**config.mk**
```make
export PLATFORM = sky130hd
export DESIGN_NAME = bb3_outq
export DESIGN_NICKNAME = d
export VERILOG_FILES = /design/src/hw/rtl/bb3_pkg.sv /design/src/hw/rtl/bb3_outq.sv
export SDC_FILE = /design/constraint.sdc
export NUM_CORES = 1
export LEC_CHECK = 0
export ABC_AREA = 1
export BUFFER_PORTS_ARGS = -buffer_cell sky130_fd_sc_hd__buf_4
export CORE_MARGIN = 4
export CORE_UTILIZATION = 50
export CTS_CLUSTER_SIZE = 20
export DETAILED_ROUTE_END_ITERATION = 10
export PLACE_DENSITY = 0.68
export SETUP_SLACK_MARGIN = 0.2
export SLEW_MARGIN = 20
export SYNTH_ARGS = -nofsm -noshare
export SYNTH_HDL_FRONTEND = slang
export SYNTH_SLANG_ARGS = --single-unit
export TNS_END_PERCENT = 10
```
**constraint.sdc**
```tcl
create_clock -name clk -period 5.95 [get_ports clk]
set_clock_uncertainty 0.15 [all_clocks]
set_input_delay 1.19 -clock clk [delete_from_list [all_inputs] [get_ports clk]]
set_output_delay 1.19 -clock clk [all_outputs]
set_load 0.02 [all_outputs]
```
**src/hw/rtl/bb3_pkg.sv**
```systemverilog
// ----------------------------------------------------------------------------
// bb3_pkg: shared types and constants of the 3x3 rgba box blur
// widths, line buffer size, output queue size, divider constants
// ----------------------------------------------------------------------------
package bb3_pkg;

	localparam int MAX_SIDE   = 1024;
	localparam int COL_AW     = $clog2(MAX_SIDE);
	localparam int SIDE_W     = 11;
	localparam int POS_W      = 10;
	localparam int PIX_W      = 32;
	localparam int CH_W       = 8;
	localparam int NUM_CH     = 4;
	localparam int SUM_W      = 12;
	localparam int APB_AW     = 3;
	localparam int APB_DW     = 32;

	// output queue
	localparam int OUTQ_DEPTH = 4;
	localparam int OUTQ_AW    = $clog2(OUTQ_DEPTH);
	localparam int OUTQ_CW    = OUTQ_AW + 1;

	// reciprocal constants, exact for the sum ranges met here
	localparam int RECIP_SHIFT = 16;
	localparam int RECIP3      = 21846;
	localparam int RECIP9      = 7282;

	localparam logic [SIDE_W-1:0] SIDE_RESET = SIDE_W'(MAX_SIDE);
	localparam logic [SIDE_W-1:0] SIDE_MIN   = SIDE_W'(2);

	// register indexes
	localparam logic REG_IMAGE_SIDE = 1'b0;

	typedef enum logic [1:0] {
		DIV4,
		DIV6,
		DIV9
	} div_sel_t;

	// line buffer write request: {older, newer} pair per column
	typedef struct packed {
		logic                 en;
		logic [COL_AW-1:0]    addr;
		logic [2*PIX_W-1:0]   data;
	} lb_wr_t;

	// one finished result
	typedef struct packed {
		logic [PIX_W-1:0] pixel;
		logic [POS_W-1:0] row;
		logic [POS_W-1:0] col;
		logic             last;
	} res_t;

endpackage

```
**src/hw/rtl/bb3_outq.sv**
```systemverilog
// ----------------------------------------------------------------------------
// bb3_outq: short result queue in front of the output channel
// absorbs the extra results released at row ends
// ----------------------------------------------------------------------------
module bb3_outq
	import bb3_pkg::*;
(
	input  logic               clk,
	input  logic               arst_n,
	input  logic               push,
	input  res_t               push_data,
	input  logic               out_stall,
	output logic               out_valid,
	output res_t               head,
	output logic [OUTQ_CW-1:0] count
);

	res_t               q_mem_q [OUTQ_DEPTH];
	logic [OUTQ_AW-1:0] wr_ptr_q;
	logic [OUTQ_AW-1:0] rd_ptr_q;
	logic [OUTQ_CW-1:0] cnt_q;
	logic               pop;

	assign out_valid = (cnt_q != '0);
	assign pop       = out_valid && !out_stall;
	assign head      = q_mem_q[rd_ptr_q];
	assign count     = cnt_q;

	always_ff @(posedge clk) begin
		if (push) begin
			q_mem_q[wr_ptr_q] <= push_data;
		end
	end

	always_ff @(posedge clk or negedge arst_n) begin
		if (!arst_n) begin
			wr_ptr_q <= '0;
			rd_ptr_q <= '0;
			cnt_q    <= '0;
		end else begin
			if (push) begin
				wr_ptr_q <= wr_ptr_q + OUTQ_AW'(1);
			end
			if (pop) begin
				rd_ptr_q <= rd_ptr_q + OUTQ_AW'(1);
			end
			case ({push, pop})
				2'b10:   cnt_q <= cnt_q + OUTQ_CW'(1);
				2'b01:   cnt_q <= cnt_q - OUTQ_CW'(1);
				default: cnt_q <= cnt_q;
			endcase
		end
	end

	a_no_overflow: assert property (@(posedge clk) disable iff (!arst_n)
		push && (cnt_q == OUTQ_CW'(OUTQ_DEPTH)) |-> pop)
		else $error("result queue overflow");

	a_ptr_count: assert property (@(posedge clk) disable iff (!arst_n)
		(cnt_q == OUTQ_CW'(OUTQ_DEPTH)) || (cnt_q == '0) ||
		((wr_ptr_q - rd_ptr_q) == cnt_q[OUTQ_AW-1:0]))
		else $error("queue pointers disagree with count");

endmodule

```
==> results.cfg <==
[routing]
vias_per_cell = 5.073
detailroute.via_count = 5205
drt_drc_violations_left = 0
wl_per_cell_um = 16.86
first_iter_violations = 300
detail_route_antenna_nets = 0
drt_pre_antenna_iters = 4
routed_wirelength_um = 17300

[floorplan]
dieWidth_um = 145.1
initial_utilization_pct = 51.58
chipHeight_um = 145.1
placement_rows = 49
design.die.area_um2 = 21040
ios = 114
core_area_um2 = 18210

[synth]
ys_warn_count = 0
post_synth.cell_area_avg_um2 = 13.93
syn_inst = 674
syn-cell-area_um2 = 9392
synth_sequential_area_ratio_pct = 69.65
synth_top_cells_by_area = sky130_fd_sc_hd__edfxtp_1 68%, sky130_fd_sc_hd__o211ai_2 13%, sky130_fd_sc_hd__nand2_1 6.9%
netlist-cell-type-count = 22
yosysTopAreaCellShare_pct = 67.79
synth_nets = 737
ys_ff_latch = 219
cell_taking_the_most_area_after_synthesis = sky130_fd_sc_hd__edfxtp_1

[placement]
dp_hpwl_um = 10340
port-buffer-count = 113
gp_congestion = 0.7185

[clock_tree]
clock_path_buffers = 3
worst_setup_hold_path_clk_slew_ns = 0.06
clkLatencyLatePin_ns = 0.48
cts_tree = built
clk_root_buffer_cell = sky130_fd_sc_hd__clkbuf_16
cts_setup_buffers = 0
clock_sink_count = 219
cts_made_buffers = 22
clock_tree.htree_level_count = 1
cts_hold_repair.buffers = 0
post_cts_resize_count = 0

[finish]
mostFrequentLayoutCells = 212 x sky130_fd_sc_hd__edfxtp_1, 172 x sky130_fd_sc_hd__nand2_1, 119 x sky130_fd_sc_hd__buf_4
commonest_non_fill_non_tap_cell_in_the_layout = sky130_fd_sc_hd__edfxtp_1
ff_latch_area_um2 = 6545
synthToLayoutAreaGrowth_pct = 16.19
insertedDiodeCount = 0
post-route-util_pct = 59.93
nNetsFinal = 845
area_occupied_by_multi_input_gates_um2 = 2076
n_fill_cell = 1401
layout-drive-gt1-share_pct = 31.12

[grt]
pin_count_of_the_biggest_net_entering_global_routing = 132
grt_pass1_wl_um = 28080
grtUsageTotal_pct = 16.35
initial_antenna_violation_count = 0
grt_remaining_overflow = 0
via_count_of_the_first_global_routing_pass = 5504

[outcome]
status = finished, final reports clean

[worst_setup_path]
regToRegSetupSlack_ns = 3.38
crit-reg2reg-capture = rd_ptr_q[1]
rr_startpoint = rd_ptr_q[1]
critPathCaptureType = output pin
worst_r2r_path_depth = 3
crit_path_start_kind = register
worst_ep_required_time_ns = 4.61
worstPathMaxFanout = 55
timing_worst_setup_path_type = reg2out
worst-endpoint-arrival_ns = 3.03

[power]
total_power_mw = 5.620
cell_leakage_power_nw = 4.511
sequentialPowerShare_pct = 39.4
p_sw_share_pct = 37.31
clockPowerShare_pct = 21.9
power_density_nw_per_um2 = 515.0
switchingPower_mw = 2.097
ir_drop_uv = 441.6
internal_power_mw = 3.523
share_comb_of_total_power_pct = 38.7

[sta]
worstMarginPinSlew_ns = 1.032
maxClockFrequency_mhz = 228.8
slew_headroom_pct = 31.23
maxSlewViolCount = 0
hold_viol_final = 0
layout_min_cycle_time_ns = 4.371
timing.final.crit_share_pct = 73.46
setup_viol_count_final = 0
fin_tns_setup_ns = 0
rsz_0062_raised_after_global_routing = no

[hold_path]
holdCritPathClass = in2async

[job]
max-cap-violations = 0
## synthesized netlist by cell type
| master | n |
|---|---|
| sky130_fd_sc_hd__edfxtp_1 | 212 |
| sky130_fd_sc_hd__nand2_1 | 172 |
| sky130_fd_sc_hd__inv_1 | 121 |
| sky130_fd_sc_hd__o211ai_2 | 95 |
| sky130_fd_sc_hd__buf_6 | 19 |
| sky130_fd_sc_hd__o211ai_1 | 11 |
| sky130_fd_sc_hd__buf_2 | 9 |
| sky130_fd_sc_hd__dfrtp_1 | 7 |
| sky130_fd_sc_hd__ha_1 | 5 |
| sky130_fd_sc_hd__buf_4 | 4 |
| sky130_fd_sc_hd__nand3_1 | 4 |
| sky130_fd_sc_hd__nand2_2 | 3 |
| sky130_fd_sc_hd__clkbuf_4 | 2 |
| sky130_fd_sc_hd__o21ai_0 | 2 |
| sky130_fd_sc_hd__clkbuf_1 | 1 |
| sky130_fd_sc_hd__clkinv_4 | 1 |
| sky130_fd_sc_hd__fa_1 | 1 |
| sky130_fd_sc_hd__inv_2 | 1 |
| sky130_fd_sc_hd__nand4_1 | 1 |
| sky130_fd_sc_hd__nor2_1 | 1 |
| sky130_fd_sc_hd__xnor2_1 | 1 |
| sky130_fd_sc_hd__xor2_1 | 1 |
## metal layers
layer | GRT usage (%) | part of all wire, % | vias up
met5 | 0 | 0 | -
met1 | 19.99 | 42 | 2526
met4 | 4.653 | 1.8 | 0
met2 | 29.48 | 51 | 108
met3 | 3.461 | 5.4 | 29
li1 | - | - | 2542
## state kept, by name, summed over array words and instances (netlist names)
register,cells
count,3
q_mem_q,212
rd_ptr_q,2
wr_ptr_q,2
## layout make-up
type / instances / share of cell area [%]
repair buffers: 119 / 8.187
well taps: 229 / 2.626
multi-input cells: 297 / 19.02
clock buffers: 35 / 5.687
flip-flops and latches: 219 / 59.98
inverters: 123 / 4.346
clock inverters: 4 / 0.1491
## through the flow
step	cell area (um^2)	setup WS [ns]	hold slack (ns)	cells
after global routing	10910	1.349	0.3393	1026
after global placement	10270	2.013	0.3354	987
final	10910	1.579	0.3552	1026
after CTS	10910	1.485	0.3323	1026
after detailed placement	10270	2.024	0.3404	987
after floorplan	9392	2.858	0.3121	674
## worst max path at each step
stage          cells past startpoint       endpoint  slack (ns)         from
6_report                           4       head[52]        1.58  rd_ptr_q[1]
5_1_grt                            4       head[52]        1.35  rd_ptr_q[1]
4_1_cts                            4       head[52]        1.48  rd_ptr_q[1]
3_5_place_dp                       4        head[2]        2.02  rd_ptr_q[1]
3_3_place_gp                       4        head[2]        2.01  rd_ptr_q[1]
2_1_floorplan                      3  q_mem_q[3][0]        2.86         push
## power by group through the flow
stage	combinational, mW	sequential, mW	clock (mW)
detailed placement	2.22	2.25	0
global placement	2.17	2.24	0
CTS	2.22	2.22	1.26
floorplan	1.65	2.15	0
finish	2.18	2.22	1.23
global route	2.39	2.24	1.33
## cell families after synthesis
family | count (synthesis) | share of synthesized area (%)
DFF | 219 | 69.65
AOI/OAI and AO/OA | 108 | 13.64
buffers and inverters | 158 | 8.247
adders and majority gates | 6 | 0.8793
xor gates and xnor gates | 2 | 0.1866
and+or+nand+nor | 181 | 7.394
## critical path, cell delays in order (launching register included)
cell,delay [ns]
sky130_fd_sc_hd__dfrtp_4,1.10
sky130_fd_sc_hd__clkinv_4,0.83
sky130_fd_sc_hd__o211ai_1,0.34
sky130_fd_sc_hd__nand2_1,0.09
sky130_fd_sc_hd__buf_4,0.16
(Power assumes the default switching activity.)
